==> src/sfsl_pkg.sv <==
// Shared types and constants for the sorted free-space list.
// Used by sfsl_ctrl, sfsl_dpath and sorted_free_space_list.
package sfsl_pkg;

    // request codes (REQ_UNUSED is ignored and gives no result)
    localparam logic [1:0] REQ_INSERT = 2'd0;
    localparam logic [1:0] REQ_CLEAR  = 2'd1;
    localparam logic [1:0] REQ_DUMP   = 2'd2;
    localparam logic [1:0] REQ_UNUSED = 2'd3;

    localparam logic [31:0] HEADER_POS = 32'd1;
    localparam logic [31:0] LINK_SKIP  = 32'd5;

    // controller -> datapath
    typedef struct packed {
        logic insert;      // place the incoming slot in order
        logic clear;       // empty the table
        logic plain;       // load a single non-entry result beat
        logic dump_init;   // reset link position and dump index
        logic dump_step;   // emit head entry and rotate the live entries
    } cmd_t;

    // datapath -> controller
    typedef struct packed {
        logic out_free;    // output register can take a beat this cycle
        logic cnt_zero;    // table empty
        logic dump_last;   // head entry is the final one of the dump
    } sts_t;

endpackage

==> src/sfsl_ctrl.sv <==
// Controller FSM for the sorted free-space list.
// Depends on sfsl_pkg for cmd_t, sts_t and request codes.
module sfsl_ctrl
    import sfsl_pkg::*;
(
    input  logic       clk,
    input  logic       rst_n,
    input  logic       in_valid,
    output logic       in_ready,
    input  logic [1:0] req_type,
    input  sts_t       sts,
    output cmd_t       cmd
);

    typedef enum logic [1:0] {
        S_IDLE = 2'b01,
        S_DUMP = 2'b10
    } state_t;

    state_t state_reg;
    state_t state_next;

    always_comb
    begin
        state_next = state_reg;
        cmd        = '0;
        in_ready   = 1'b0;
        case (state_reg)
            S_IDLE:
            begin
                in_ready = sts.out_free;
                if (in_valid && sts.out_free)
                begin
                    case (req_type)
                        REQ_INSERT:
                        begin
                            cmd.insert = 1'b1;
                            cmd.plain  = 1'b1;
                        end
                        REQ_CLEAR:
                        begin
                            cmd.clear = 1'b1;
                            cmd.plain = 1'b1;
                        end
                        REQ_DUMP:
                        begin
                            if (sts.cnt_zero)
                            begin
                                cmd.plain = 1'b1;
                            end
                            else
                            begin
                                cmd.dump_init = 1'b1;
                                state_next    = S_DUMP;
                            end
                        end
                        default:
                        begin
                            // unused code: beat dropped, no result
                        end
                    endcase
                end
            end
            S_DUMP:
            begin
                if (sts.out_free)
                begin
                    cmd.dump_step = 1'b1;
                    if (sts.dump_last)
                    begin
                        state_next = S_IDLE;
                    end
                end
            end
            default:
            begin
                state_next = S_IDLE;
            end
        endcase
    end

    always_ff @(posedge clk or negedge rst_n)
    begin
        if (!rst_n)
        begin
            state_reg <= S_IDLE;
        end
        else
        begin
            state_reg <= state_next;
        end
    end

endmodule

==> config.mk <==
export PLATFORM = sky130hd
export DESIGN_NAME = sfsl_ctrl
export DESIGN_NICKNAME = d
export VERILOG_FILES = /design/src/sfsl_pkg.sv /design/src/sfsl_ctrl.sv
export SDC_FILE = /design/constraint.sdc
export NUM_CORES = 1
export LEC_CHECK = 0
export BUFFER_PORTS_ARGS = -buffer_cell sky130_fd_sc_hd__buf_4
export CORE_AREA = 2 2 39 41
export DETAILED_ROUTE_END_ITERATION = 8
export DIE_AREA = 0 0 41 43
export PLACE_DENSITY = 0.4
export SLEW_MARGIN = 30
export SYNTH_ARGS = -nofsm -noshare
export SYNTH_HDL_FRONTEND = slang
export SYNTH_SLANG_ARGS = --single-unit
==> constraint.sdc <==
create_clock -name clk -period 1.4 [get_ports clk]
set_input_delay 0.28 -clock clk [delete_from_list [all_inputs] [get_ports clk]]
set_output_delay 0.28 -clock clk [all_outputs]
set_load 0.01 [all_outputs]
Yosys cells after proc, flatten, opt, wreduce, memory -nomap -nowiden
Index checks and enable logic that the tools add are counted.

word-level totals
  bits in registers = 2
  output and inout bits = 6
  word-level logic and storage cells = 31

operators by class
  muxes and demuxes = 17
  eq/ne operators = 9
  reduce and logical (&&, ||, !) cells = 4

operators with widths
  operator                                                                 number
  2-bit 2-to-1 mux                                                         5
  1-bit 2-to-1 mux                                                         8
  4-bit 2-to-1 mux                                                         2
  2-bit inequality test, second input constant                             4
  5-bit AND reduction                                                      1
  2-bit by 1-bit equality test with 1-bit output, second input constant    2
  2-bit equality test, second input constant                               2
  2-bit one-hot mux with 2 select lines                                    1
  2-bit zero test                                                          1
  2-bit by 1-bit inequality test with 1-bit output, second input constant  1
  1-bit one-hot mux with 2 select lines                                    1
  2-bit OR reduction                                                       1
  1-bit logical AND                                                        1

Depth between registers and ports, before layout
Gate-level depths: netlist (run 1).

  word-level depth = 5
  depth in mapped cells = 2
  gate-level depth less buffers = 2

Least setup slack after synthesis (run 1)
No wires, ideal clock.

  path type = register to output
  from = register state_reg[0]
  to = output port cmd[3] in the netlist's numbering
  stages on the path, launching flop included = 3
  arrival time = 1.038 ns
  setup slack = 0.082 ns
  path through = dfstp_2 > nand4b_2 > nor3b_1

RTL lines
  item                      line             RTL
  start: declaration        sfsl_ctrl.sv:20  state_t state_reg;
  start signal: assignment  sfsl_ctrl.sv:90  state_reg <= state_next;
  end: declaration          sfsl_ctrl.sv:12  output cmd_t cmd

==> results of run 1 <==
## worst register-to-register path, delay by kind of cell (launching register included)
family                 cells  cell delay, ns
and+or+nand+nor            1            0.14
AOI/OAI and AO/OA          1            0.13
buffers and inverters      1            0.17
DFF                        1            0.55
## synth_stat cells
cell type and count:
nor2_1 2, nor3_1 1, nand2b_1 1, dfrtp_1 1, dfstp_2 1, nand4b_2 1, a2bb2oi_1 1, nor2b_1 1
nand2_1 2, or3b_4 1, and2_1 1, nor3b_1 1, o2bb2ai_2 1, a21oi_1 1
## worst max path at each step
stage | start | endpoint | slack (ns) | depth (start not counted)
CTS | state_reg[0] | cmd[3] | -0.11 | 3
global route | state_reg[0] | cmd[4] | -0.19 | 3
finish | state_reg[0] | cmd[4] | -0.12 | 3
detailed placement | state_reg[0] | cmd[3] | 0.04 | 3
floorplan | state_reg[0] | cmd[3] | 0.08 | 2
global placement | state_reg[0] | cmd[3] | 0.05 | 3
## power groups by stage
stage	combinational [mW]	sequential (mW)	clock (mW)
floorplan	0.0173	0.0608	0
global placement	0.0458	0.0608	0
detailed placement	0.0465	0.0609	0
CTS	0.0558	0.0605	0.153
global route	0.0606	0.0606	0.166
finish	0.0555	0.0606	0.145
## logic make-up after synthesis
| logic type | share of synthesized area [%] |
|---|---|
| and+or+nand+nor | 47.55 |
| AOI/OAI and AO/OA | 18.85 |
| DFF | 33.61 |
## cell type report
class | count | area, µm²
Multi-Input combinational cell | 14 | 120.1
Clock buffer | 4 | 26.28
Sequential cell | 2 | 51.30
Timing Repair Buffer | 15 | 115.1
Tap cell | 16 | 20.02
Fill cell | 155 | 1051
## per-layer routing
layer | vias to the layer above | share of wire, % | track usage (%) | wire (µm)
met2 | 14 | 32 | 7.813 | 160
met5 | - | 0 | 0 | 0
met1 | 85 | 52 | 10.32 | 262
li1 | 95 | - | - | -
met3 | 0 | 16 | 6.283 | 78
met4 | 0 | 0 | 6.000 | 0
## timing repair
action / in CTS / in global routing
setup endpoints to repair: 5 / 5
hold endpoints to repair: 2 / 0
hold buffers: 1 / 0
buffers inserted: 1 / 0
pin swaps: 0 / 1
gates resized for setup: 3 / 0
## metrics by stage
| stage | power (mW) | hold slack (ns) | TNS (ns) |
|---|---|---|---|
| floorplan | 0.07814 | -0.01559 | 0 |
| global placement | 0.1067 | 0.06319 | 0 |
| detailed placement | 0.1074 | 0.06356 | 0 |
| CTS | 0.2693 | 0.3185 | -0.3756 |
| global route | 0.2871 | 0.3257 | -0.7409 |
| finish | 0.2615 | 0.3301 | -0.3762 |
==> impl_metrics.xml, run 1 <==
<?xml version="1.0" encoding="UTF-8"?>
<metrics>
  <group name="status">
    <metric name="status" unit="">complete, but fails checks</metric>
    <metric name="violations_in_the_final_reports" unit="">negative setup slack</metric>
  </group>
  <group name="sta">
    <metric name="rsz0062_at_grt" unit="">true</metric>
    <metric name="period_share" unit="%">108.3</metric>
    <metric name="maxSlewViolCount" unit="">0</metric>
    <metric name="setup_slack" unit="ns">-0.1164</metric>
    <metric name="hold_viol_final" unit="">0</metric>
    <metric name="finalClockSkew" unit="ns">0.01028</metric>
    <metric name="timing.final.setup_violations" unit="">5</metric>
    <metric name="finalCriticalPeriod" unit="ns">1.516</metric>
    <metric name="tightest_slew" unit="ns">0.2585</metric>
    <metric name="relSlewSlack" unit="%">82.73</metric>
    <metric name="timing.fmax" unit="MHz">659.5</metric>
  </group>
  <group name="critical_path">
    <metric name="crit_path_max_incr_delay" unit="ns">0.55</metric>
    <metric name="crit_path_top_delay_cell" unit="">dfstp_2</metric>
    <metric name="critical_path.max_fanout" unit="">5</metric>
    <metric name="timing.rr.end" unit="">state_reg[0]</metric>
    <metric name="critical_path.n_buffers_inverters" unit="">1</metric>
    <metric name="critical_path.startpoint_type" unit="">flop</metric>
    <metric name="crit_chain" unit="">nand4b_4, nor3_2, buf_4</metric>
    <metric name="crit_required" unit="ns">1.12</metric>
    <metric name="kind_of_end_point_of_the_critical_path" unit="">output port</metric>
    <metric name="crit_type" unit="">reg2out</metric>
    <metric name="critical-path-top-delay-family" unit="">flip-flops</metric>
    <metric name="worst-r2r-cell-count" unit="">3</metric>
    <metric name="regToRegStartpoint" unit="">state_reg[0]</metric>
    <metric name="reg2reg_setup_slack" unit="ns">0.33</metric>
    <metric name="crit_arrival" unit="ns">1.24</metric>
  </group>
  <group name="detailed_routing">
    <metric name="routed-via-count" unit="">194</metric>
    <metric name="drt_pass1_iterations" unit="">2</metric>
    <metric name="detail_route.wirelength" unit="µm">500</metric>
    <metric name="drc_errors" unit="">0</metric>
    <metric name="routed_vias_inst" unit="">3.804</metric>
    <metric name="drt-wirelength-per-cell" unit="µm">9.804</metric>
    <metric name="drt.antenna.violating_nets" unit="">0</metric>
    <metric name="drt_iter0_markers" unit="">5</metric>
  </group>
  <group name="power_and_ir_drop">
    <metric name="internal-power" unit="mW">0.1986</metric>
    <metric name="combinationalPowerShare" unit="%">21.2</metric>
    <metric name="total_leakage_power" unit="nW">0.1610</metric>
    <metric name="share_seq_of_total_power" unit="%">23.2</metric>
    <metric name="cellPowerDensity" unit="nW/µm²">785.8</metric>
    <metric name="power.ir.vdd_worst" unit="mV">0.2069</metric>
    <metric name="power.share.switching" unit="%">24.04</metric>
    <metric name="switching_power" unit="mW">0.06288</metric>
    <metric name="clock_power_share" unit="%">55.6</metric>
  </group>
  <group name="yosys">
    <metric name="number_of_warnings_issued_by_yosys" unit="">0</metric>
    <metric name="postSynthAreaPerCell" unit="µm²">9.540</metric>
    <metric name="synth_top_area_cell" unit="">dfstp_2</metric>
    <metric name="syn_inst" unit="">16</metric>
    <metric name="synthDominantCellAreaShare" unit="%">17.21</metric>
    <metric name="synthTopCellsByArea" unit="">dfstp_2 17%, dfrtp_1 16%, nand4b_2 9.8%, o2bb2ai_2 9.8%, or3b_4 7.4%</metric>
    <metric name="seq_area_frac_synth" unit="%">33.61</metric>
    <metric name="synth-seq-cells" unit="">2</metric>
    <metric name="syn_area" unit="µm²">152.6</metric>
    <metric name="synthDistinctLibCells" unit="">14</metric>
    <metric name="postSynthNetCount" unit="">24</metric>
  </group>
  <group name="die">
    <metric name="chipWidth" unit="µm">41</metric>
    <metric name="dieHeight" unit="µm">43</metric>
    <metric name="design.die.area" unit="µm²">1763</metric>
    <metric name="rows" unit="">14</metric>
    <metric name="ioPinCount" unit="">14</metric>
    <metric name="coreArea" unit="µm²">1384</metric>
    <metric name="start_util" unit="%">11.03</metric>
  </group>
  <group name="finish">
    <metric name="most_common_cell_after_layout_fill_and_taps_aside" unit="">buf_4</metric>
    <metric name="layout_cell_share_with_drive_strength_beyond_1" unit="%">65.71</metric>
    <metric name="fin_area" unit="µm²">332.8</metric>
    <metric name="post_layout_nonfiller_instances" unit="">51</metric>
    <metric name="most-common-layout-cells" unit="">14 x buf_4, 3 x clkbuf_4, 2 x nor2_1, 2 x nand2_1</metric>
    <metric name="post-route-util" unit="%">24.05</metric>
    <metric name="finalNetCount" unit="">44</metric>
    <metric name="num_antenna_cells" unit="">0</metric>
    <metric name="layout-area-overhead-vs-synth" unit="%">118.0</metric>
    <metric name="max_ffs_per_register" unit="">2</metric>
  </group>
  <group name="cts">
    <metric name="cts.root.buffer_cell" unit="">clkbuf_4</metric>
    <metric name="numCtsBuffers" unit="">3</metric>
    <metric name="clockBufferDepth" unit="">2</metric>
    <metric name="clkLatencyLatePin" unit="ns">0.23</metric>
    <metric name="cts.sinks" unit="">2</metric>
    <metric name="cts.htree.levels" unit="">1</metric>
    <metric name="clk_pin_slew_worst_paths" unit="ns">0.03</metric>
    <metric name="cts_tree" unit="">done</metric>
  </group>
  <group name="hold_path">
    <metric name="min_delay_worst_endpoint" unit="">state_reg[0]</metric>
    <metric name="timing.hold.worst_path_depth" unit="">3</metric>
    <metric name="startpoint_of_the_most_critical_hold_path" unit="">sts[0]</metric>
    <metric name="timing.hold.worst.class" unit="">in2reg</metric>
  </group>
  <group name="global_route">
    <metric name="pin_count_of_the_biggest_net_entering_global_routing" unit="">6</metric>
    <metric name="overflow" unit="">0</metric>
    <metric name="gr-usage-all-layers" unit="%">7.839</metric>
    <metric name="grt_antenna_before_repair" unit="">0</metric>
    <metric name="via_count_of_the_first_global_routing_pass" unit="">200</metric>
    <metric name="grt_first_pass_wirelength" unit="µm">828</metric>
  </group>
  <group name="placement">
    <metric name="buffer_ports.inserted" unit="">13</metric>
    <metric name="place.detailed.instances" unit="">45</metric>
    <metric name="placed_area" unit="µm²">270.3</metric>
    <metric name="preCtsSetupSlack" unit="ns">0.04090</metric>
    <metric name="place.detailed.hpwl" unit="µm">354.4</metric>
    <metric name="place.gp.congestion" unit="">0.6741</metric>
  </group>
  <group name="job">
    <metric name="maxCapViolations" unit="">0</metric>
  </group>
</metrics>
Power figures use the tool's default switching activity.
==> run 2, diff against run 1 <==
--- a/config.mk
+++ b/config.mk
@@ -10,6 +10,7 @@
 export DETAILED_ROUTE_END_ITERATION = 8
 export DIE_AREA = 0 0 41 43
 export PLACE_DENSITY = 0.4
+export SETUP_SLACK_MARGIN = 0.1
 export SLEW_MARGIN = 30
 export SYNTH_ARGS = -nofsm -noshare
 export SYNTH_HDL_FRONTEND = slang
==> run 2 against run 1 <==
  * The run still ends with negative setup slack left
  * Sequential share of layout area shrank 0.45 points
  * Worst setup slack gained 0.014 ns
  * Utilization grew 0.72 points
  * Global-route usage shrank 1.4 points
  * Maximum frequency grew 0.91%
  * Cell area grew 3.0%
  * Clock power is essentially flat
  * Final cell count grew 2.0%
==> impl_metrics.xml, run 2 (synthesis gave the netlist of run 1 again) <==
<?xml version="1.0" encoding="UTF-8"?>
<metrics>
  <group name="power_and_ir_drop">
    <metric name="power.ir.vdd_worst" unit="mV">0.1424</metric>
    <metric name="finalPower" unit="mW">0.2607</metric>
    <metric name="total_leakage_power" unit="nW">0.1651</metric>
    <metric name="cellPowerDensity" unit="nW/µm²">760.5</metric>
  </group>
  <group name="detailed_routing">
    <metric name="drt.antenna.violating_nets" unit="">0</metric>
    <metric name="drt_iter0_markers" unit="">0</metric>
    <metric name="detail_route.wirelength" unit="µm">498</metric>
    <metric name="drt-wirelength-per-cell" unit="µm">9.577</metric>
    <metric name="routed-via-count" unit="">198</metric>
    <metric name="drc_errors" unit="">0</metric>
    <metric name="routed_vias_inst" unit="">3.808</metric>
    <metric name="drt_pass1_iterations" unit="">1</metric>
  </group>
  <group name="placement">
    <metric name="place.gp.congestion" unit="">0.5355</metric>
    <metric name="place.detailed.hpwl" unit="µm">384.5</metric>
    <metric name="buffer_ports.inserted" unit="">13</metric>
    <metric name="preCtsSetupSlack" unit="ns">0.06391</metric>
  </group>
  <group name="sta">
    <metric name="maxSlewViolCount" unit="">0</metric>
    <metric name="timing.fmax" unit="MHz">665.5</metric>
    <metric name="rsz0062_at_grt" unit="">true</metric>
    <metric name="hold_viol_final" unit="">0</metric>
    <metric name="finalCriticalPeriod" unit="ns">1.503</metric>
    <metric name="setup_slack" unit="ns">-0.1026</metric>
    <metric name="period_share" unit="%">107.3</metric>
    <metric name="tightest_slew" unit="ns">0.1497</metric>
    <metric name="timing.final.setup_violations" unit="">6</metric>
    <metric name="relSlewSlack" unit="%">89.94</metric>
    <metric name="finalClockSkew" unit="ns">0.009970</metric>
  </group>
  <group name="hold_path">
    <metric name="timing.hold.worst.class" unit="">in2reg</metric>
  </group>
  <group name="critical_path">
    <metric name="critical-path-top-delay-family" unit="">flip-flops</metric>
    <metric name="crit_arrival" unit="ns">1.22</metric>
    <metric name="kind_of_end_point_of_the_critical_path" unit="">output port</metric>
    <metric name="crit_type" unit="">reg2out</metric>
    <metric name="crit_chain" unit="">buf_4, nor2b_4, and2_1, buf_4</metric>
    <metric name="critical_path.max_fanout" unit="">3</metric>
    <metric name="critical_path.n_buffers_inverters" unit="">2</metric>
    <metric name="cp_common_cell" unit="">buf_4</metric>
    <metric name="crit_path_max_incr_delay" unit="ns">0.55</metric>
    <metric name="crit_path_top_delay_cell" unit="">dfstp_2</metric>
    <metric name="crit_required" unit="ns">1.12</metric>
    <metric name="critical_path.startpoint_type" unit="">flop</metric>
  </group>
  <group name="finish">
    <metric name="max_ffs_per_register" unit="">2</metric>
    <metric name="num_antenna_cells" unit="">0</metric>
    <metric name="most_common_cell_after_layout_fill_and_taps_aside" unit="">buf_4</metric>
    <metric name="fill_cells" unit="">159</metric>
    <metric name="layout_cell_share_with_drive_strength_beyond_1" unit="%">66.67</metric>
    <metric name="layout-area-overhead-vs-synth" unit="%">124.6</metric>
    <metric name="finalNetCount" unit="">45</metric>
    <metric name="most-common-layout-cells" unit="">15 x buf_4, 3 x clkbuf_4, 2 x nor2_1, 2 x nand2_1</metric>
  </group>
  <group name="cts">
    <metric name="cts.sinks" unit="">2</metric>
    <metric name="cts.root.buffer_cell" unit="">clkbuf_4</metric>
    <metric name="clkLatencyLatePin" unit="ns">0.23</metric>
    <metric name="clk_pin_slew_worst_paths" unit="ns">0.04</metric>
    <metric name="cts_tree" unit="">done</metric>
    <metric name="cts.htree.levels" unit="">1</metric>
    <metric name="numCtsBuffers" unit="">3</metric>
    <metric name="clockBufferDepth" unit="">2</metric>
  </group>
  <group name="global_route">
    <metric name="grt_antenna_before_repair" unit="">0</metric>
    <metric name="overflow" unit="">0</metric>
    <metric name="grt_first_pass_wirelength" unit="µm">703</metric>
    <metric name="via_count_of_the_first_global_routing_pass" unit="">173</metric>
    <metric name="gr-usage-all-layers" unit="%">6.426</metric>
    <metric name="pin_count_of_the_biggest_net_entering_global_routing" unit="">6</metric>
  </group>
  <group name="die">
    <metric name="chipWidth" unit="µm">41</metric>
    <metric name="ioPinCount" unit="">14</metric>
    <metric name="rows" unit="">14</metric>
    <metric name="dieHeight" unit="µm">43</metric>
    <metric name="design.die.area" unit="µm²">1763</metric>
    <metric name="start_util" unit="%">11.03</metric>
    <metric name="coreArea" unit="µm²">1384</metric>
  </group>
  <group name="status">
    <metric name="violations_in_the_final_reports" unit="">negative setup slack</metric>
    <metric name="status" unit="">complete, but fails checks</metric>
  </group>
  <group name="job">
    <metric name="maxCapViolations" unit="">0</metric>
  </group>
</metrics>
[run 2: cell types whose count changed in the layout (fill, tap and decap cells not counted)]
| cell | previous run | this run |
|---|---|---|
| buf_4 | 14 | 15 |
| nor2b_1 | 1 | 0 |
| nor2b_4 | 0 | 1 |
| nor3_1 | 0 | 1 |
| nor3_2 | 1 | 0 |
[run 2: metrics by stage]
stage | cell area (µm²) | hold WS, ns | instances | TNS [ns] | utilization [%]
floorplan | 157.7 | -0.01559 | 16 | 0 | -
global placement | 282.8 | 0.06289 | 46 | 0 | 20.43
detailed placement | 282.8 | 0.06432 | 46 | 0 | 20.43
CTS | 327.8 | 0.3414 | 51 | -0.4045 | 23.69
global route | 342.8 | 0.3537 | 52 | -0.7164 | 24.77
finish | 342.8 | 0.3417 | 52 | -0.4259 | 24.77
[run 2: per-layer routing]
layer / up-vias / global-route usage (%) / wire length (µm)
met1: 90 / 6.109 / 160
met3: 2 / 4.712 / 56
met4: 0 / 4.000 / 15
li1: 97 / - / -
met2: 9 / 9.375 / 266
met5: - / 0 / 0
[run 2: what timing repair did]
action,4_1_cts,5_1_grt
cloned,0,0
pin swaps,2,1
gates resized for setup,1,2
hold buffers,1,0
endpoints found under the hold margin,2,0
setup endpoints to repair,6,6
setup buffers,0,1
[run 2: area by class of cell]
class / count / area (µm²) / area share [%]
multi-input cells: 14 / 122.6 / 35.77
repair buffers: 16 / 122.6 / 35.77
flip-flops and latches: 2 / 51.30 / 14.96
clock buffers: 4 / 26.28 / 7.664
well taps: 16 / 20.02 / 5.839
[run 2: worst register-to-register path, cell delays in order, from the launching register on]
cell	delay, ns
dfstp_2	0.55
nand4b_4	0.13
buf_4	0.17
a2bb2oi_1	0.13
[run 2: final timing paths]
kind                                   start           end  slack [ns]  depth (start not counted)
worst max-delay path            state_reg[0]        cmd[0]       -0.10                          4
worst min-delay path                  sts[1]  state_reg[1]        0.34                          3
worst max register to register  state_reg[0]  state_reg[0]        0.35                          3
worst min register to register  state_reg[1]  state_reg[0]        0.65                          2
max in group asynchronous              rst_n  state_reg[0]        0.84                          2
min in group asynchronous              rst_n  state_reg[1]        0.37                          2
[run 2: where the power goes]
group          internal, mW  switching [mW]  total (mW)  leakage (nW)
Combinational        0.0332          0.0222      0.0555         0.126
Clock                 0.106          0.0385       0.145        0.0150
Sequential           0.0597        0.000981      0.0606        0.0244
==> run 3, diff against run 2 <==
--- a/config.mk
+++ b/config.mk
@@ -7,6 +7,7 @@
 export LEC_CHECK = 0
 export BUFFER_PORTS_ARGS = -buffer_cell sky130_fd_sc_hd__buf_4
 export CORE_AREA = 2 2 39 41
+export CTS_BUF_LIST = sky130_fd_sc_hd__clkbuf_2 sky130_fd_sc_hd__clkbuf_4 sky130_fd_sc_hd__clkbuf_8
 export DETAILED_ROUTE_END_ITERATION = 8
 export DIE_AREA = 0 0 41 43
 export PLACE_DENSITY = 0.4
==> run 3 against run 2 <==
  * Sequential power is essentially flat
  * Non-clock buffer count is the same
  * Critical endpoint unchanged
  * Largest cell class unchanged
  * Maximum frequency is essentially flat
  * Cell area grew 1.1%
  * Global-route usage shrank 0.10 points
  * Hold slack is essentially flat
  * Register-to-register slack is essentially flat
  * Critical path depth is the same
  * Highest routed layer unchanged
  * The run still ends with negative setup slack left
==> impl_metrics.xml, run 3 (synthesis gave the netlist of run 1 again) <==
<?xml version="1.0" encoding="UTF-8"?>
<metrics>
  <group name="sta">
    <metric name="maxSlewViolCount" unit="">0</metric>
    <metric name="finalClockSkew" unit="ns">0.01023</metric>
    <metric name="tns" unit="ns">-0.4216</metric>
    <metric name="timing.fmax" unit="MHz">665.8</metric>
    <metric name="relSlewSlack" unit="%">89.94</metric>
    <metric name="setup_slack" unit="ns">-0.1019</metric>
    <metric name="timing.final.setup_violations" unit="">6</metric>
    <metric name="hold_viol_final" unit="">0</metric>
    <metric name="finalCriticalPeriod" unit="ns">1.502</metric>
    <metric name="tightest_slew" unit="ns">0.1497</metric>
    <metric name="rsz0062_at_grt" unit="">true</metric>
    <metric name="period_share" unit="%">107.3</metric>
  </group>
  <group name="finish">
    <metric name="layout-area-overhead-vs-synth" unit="%">127.0</metric>
    <metric name="finalNetCount" unit="">45</metric>
    <metric name="most_common_cell_after_layout_fill_and_taps_aside" unit="">buf_4</metric>
    <metric name="post_layout_nonfiller_instances" unit="">52</metric>
    <metric name="num_antenna_cells" unit="">0</metric>
    <metric name="post-route-util" unit="%">25.05</metric>
    <metric name="max_ffs_per_register" unit="">2</metric>
    <metric name="most-common-layout-cells" unit="">15 x buf_4, 4 x clkbuf_4, 2 x nor2_1, 2 x nand2_1</metric>
    <metric name="layout_cell_share_with_drive_strength_beyond_1" unit="%">69.44</metric>
  </group>
  <group name="critical_path">
    <metric name="critical_path.startpoint_type" unit="">flop</metric>
    <metric name="crit_path_top_delay_cell" unit="">dfstp_2</metric>
    <metric name="crit_type" unit="">reg2out</metric>
    <metric name="critical-path-top-delay-family" unit="">flip-flops</metric>
    <metric name="kind_of_end_point_of_the_critical_path" unit="">output port</metric>
    <metric name="cp_common_cell" unit="">buf_4</metric>
    <metric name="crit_required" unit="ns">1.12</metric>
    <metric name="cp-endpoint" unit="">cmd[0]</metric>
    <metric name="regToRegStartpoint" unit="">state_reg[0]</metric>
    <metric name="crit_path_max_incr_delay" unit="ns">0.55</metric>
    <metric name="critical_path.n_buffers_inverters" unit="">2</metric>
    <metric name="worst-r2r-cell-count" unit="">3</metric>
    <metric name="reg2reg_setup_slack" unit="ns">0.35</metric>
    <metric name="critical_path.max_fanout" unit="">3</metric>
    <metric name="crit_chain" unit="">buf_4, nor2b_4, and2_1, buf_4</metric>
    <metric name="timing.critical_path.from" unit="">state_reg[0]</metric>
    <metric name="crit_arrival" unit="ns">1.22</metric>
    <metric name="timing.rr.end" unit="">state_reg[0]</metric>
    <metric name="cp_num_cells" unit="">4</metric>
  </group>
  <group name="cts">
    <metric name="numCtsBuffers" unit="">3</metric>
    <metric name="cts_tree" unit="">done</metric>
    <metric name="clkLatencyLatePin" unit="ns">0.23</metric>
    <metric name="clockBufferDepth" unit="">2</metric>
    <metric name="cts.htree.levels" unit="">1</metric>
    <metric name="clk_pin_slew_worst_paths" unit="ns">0.04</metric>
    <metric name="cts.root.buffer_cell" unit="">clkbuf_4</metric>
    <metric name="cts.sinks" unit="">2</metric>
  </group>
  <group name="detailed_routing">
    <metric name="drc_errors" unit="">0</metric>
    <metric name="routed-via-count" unit="">198</metric>
    <metric name="drt.antenna.violating_nets" unit="">0</metric>
    <metric name="drt-wirelength-per-cell" unit="µm">9.558</metric>
    <metric name="detail_route.wirelength" unit="µm">497</metric>
    <metric name="routed_vias_inst" unit="">3.808</metric>
    <metric name="drt_iter0_markers" unit="">0</metric>
    <metric name="drt_pass1_iterations" unit="">1</metric>
  </group>
  <group name="power_and_ir_drop">
    <metric name="switching_power" unit="mW">0.06149</metric>
    <metric name="combinationalPowerShare" unit="%">19.8</metric>
    <metric name="power.ir.vdd_worst" unit="mV">0.1460</metric>
    <metric name="clock_power_share" unit="%">58.5</metric>
    <metric name="power.share.switching" unit="%">21.98</metric>
    <metric name="total_leakage_power" unit="nW">0.1685</metric>
    <metric name="finalPower" unit="mW">0.2798</metric>
    <metric name="share_seq_of_total_power" unit="%">21.7</metric>
    <metric name="internal-power" unit="mW">0.2183</metric>
    <metric name="cellPowerDensity" unit="nW/µm²">807.3</metric>
  </group>
  <group name="placement">
    <metric name="place.detailed.hpwl" unit="µm">384.5</metric>
    <metric name="place.detailed.instances" unit="">46</metric>
    <metric name="buffer_ports.inserted" unit="">13</metric>
    <metric name="place.gp.congestion" unit="">0.5355</metric>
  </group>
  <group name="die">
    <metric name="rows" unit="">14</metric>
    <metric name="chipWidth" unit="µm">41</metric>
    <metric name="design.die.area" unit="µm²">1763</metric>
    <metric name="ioPinCount" unit="">14</metric>
    <metric name="start_util" unit="%">11.03</metric>
    <metric name="dieHeight" unit="µm">43</metric>
    <metric name="coreArea" unit="µm²">1384</metric>
  </group>
  <group name="global_route">
    <metric name="gr-usage-all-layers" unit="%">6.325</metric>
    <metric name="overflow" unit="">0</metric>
    <metric name="via_count_of_the_first_global_routing_pass" unit="">171</metric>
    <metric name="pin_count_of_the_biggest_net_entering_global_routing" unit="">6</metric>
    <metric name="grt_first_pass_wirelength" unit="µm">690</metric>
    <metric name="grt_antenna_before_repair" unit="">0</metric>
  </group>
  <group name="hold_path">
    <metric name="timing.hold.worst.class" unit="">in2reg</metric>
    <metric name="startpoint_of_the_most_critical_hold_path" unit="">sts[1]</metric>
    <metric name="timing.hold.worst_path_depth" unit="">3</metric>
  </group>
  <group name="job">
    <metric name="maxCapViolations" unit="">0</metric>
  </group>
  <group name="status">
    <metric name="status" unit="">complete, but fails checks</metric>
    <metric name="violations_in_the_final_reports" unit="">negative setup slack</metric>
  </group>
</metrics>
run 3: cell type report:
type	instances	area, µm²
Fill cell	159	1037
Tap cell	16	20.02
Clock buffer	4	30.03
Multi-Input combinational cell	14	122.6
Sequential cell	2	51.30
Timing Repair Buffer	16	122.6
run 3: layer usage:
metal  up-vias  track usage [%]  wire [µm]
met5         -                0          0
met4         0            4.000         15
met3         2            4.712         56
met2         9            9.063        264
met1        90            6.109        160
li1         97                -          -
run 3: timing repair:
item / in CTS / in global routing
resized for setup: 1 / 2
setup endpoints to repair: 6 / 6
pin swaps: 2 / 1
hold endpoints to repair: 2 / 0
hold buffers: 1 / 0
setup buffers: 0 / 1
run 3: power groups by stage:
stage / Combinational [mW] / Clock (mW) / Sequential (mW)
floorplan: 0.0180 / 0 / 0.0608
global placement: 0.0480 / 0 / 0.0609
detailed placement: 0.0498 / 0 / 0.0610
CTS: 0.0547 / 0.167 / 0.0607
global route: 0.0603 / 0.177 / 0.0607
finish: 0.0555 / 0.164 / 0.0606
run 3: per-stage QoR:
stage          setup slack [ns]  hold slack, ns  instance area, µm²
2_1_floorplan            0.1232        -0.01559               157.7
3_3_place_gp            0.09354         0.06289               282.8
3_5_place_dp            0.06391         0.06432               282.8
4_1_cts                 -0.1200          0.3430               331.6
5_1_grt                 -0.1490          0.3573               346.6
6_report                -0.1019          0.3421               346.6
run 3: worst min-delay path, cell delays in order:
cell,delay [ns]
buf_4,0.08
or3b_4,0.13
o2bb2ai_2,0.05
run 3: worst min path at each step:
stage          slack (ns)            to
6_report             0.34  state_reg[1]
5_1_grt              0.36  state_reg[1]
4_1_cts              0.34  state_reg[1]
3_5_place_dp         0.06  state_reg[1]
3_3_place_gp         0.06  state_reg[1]
2_1_floorplan       -0.02  state_reg[1]
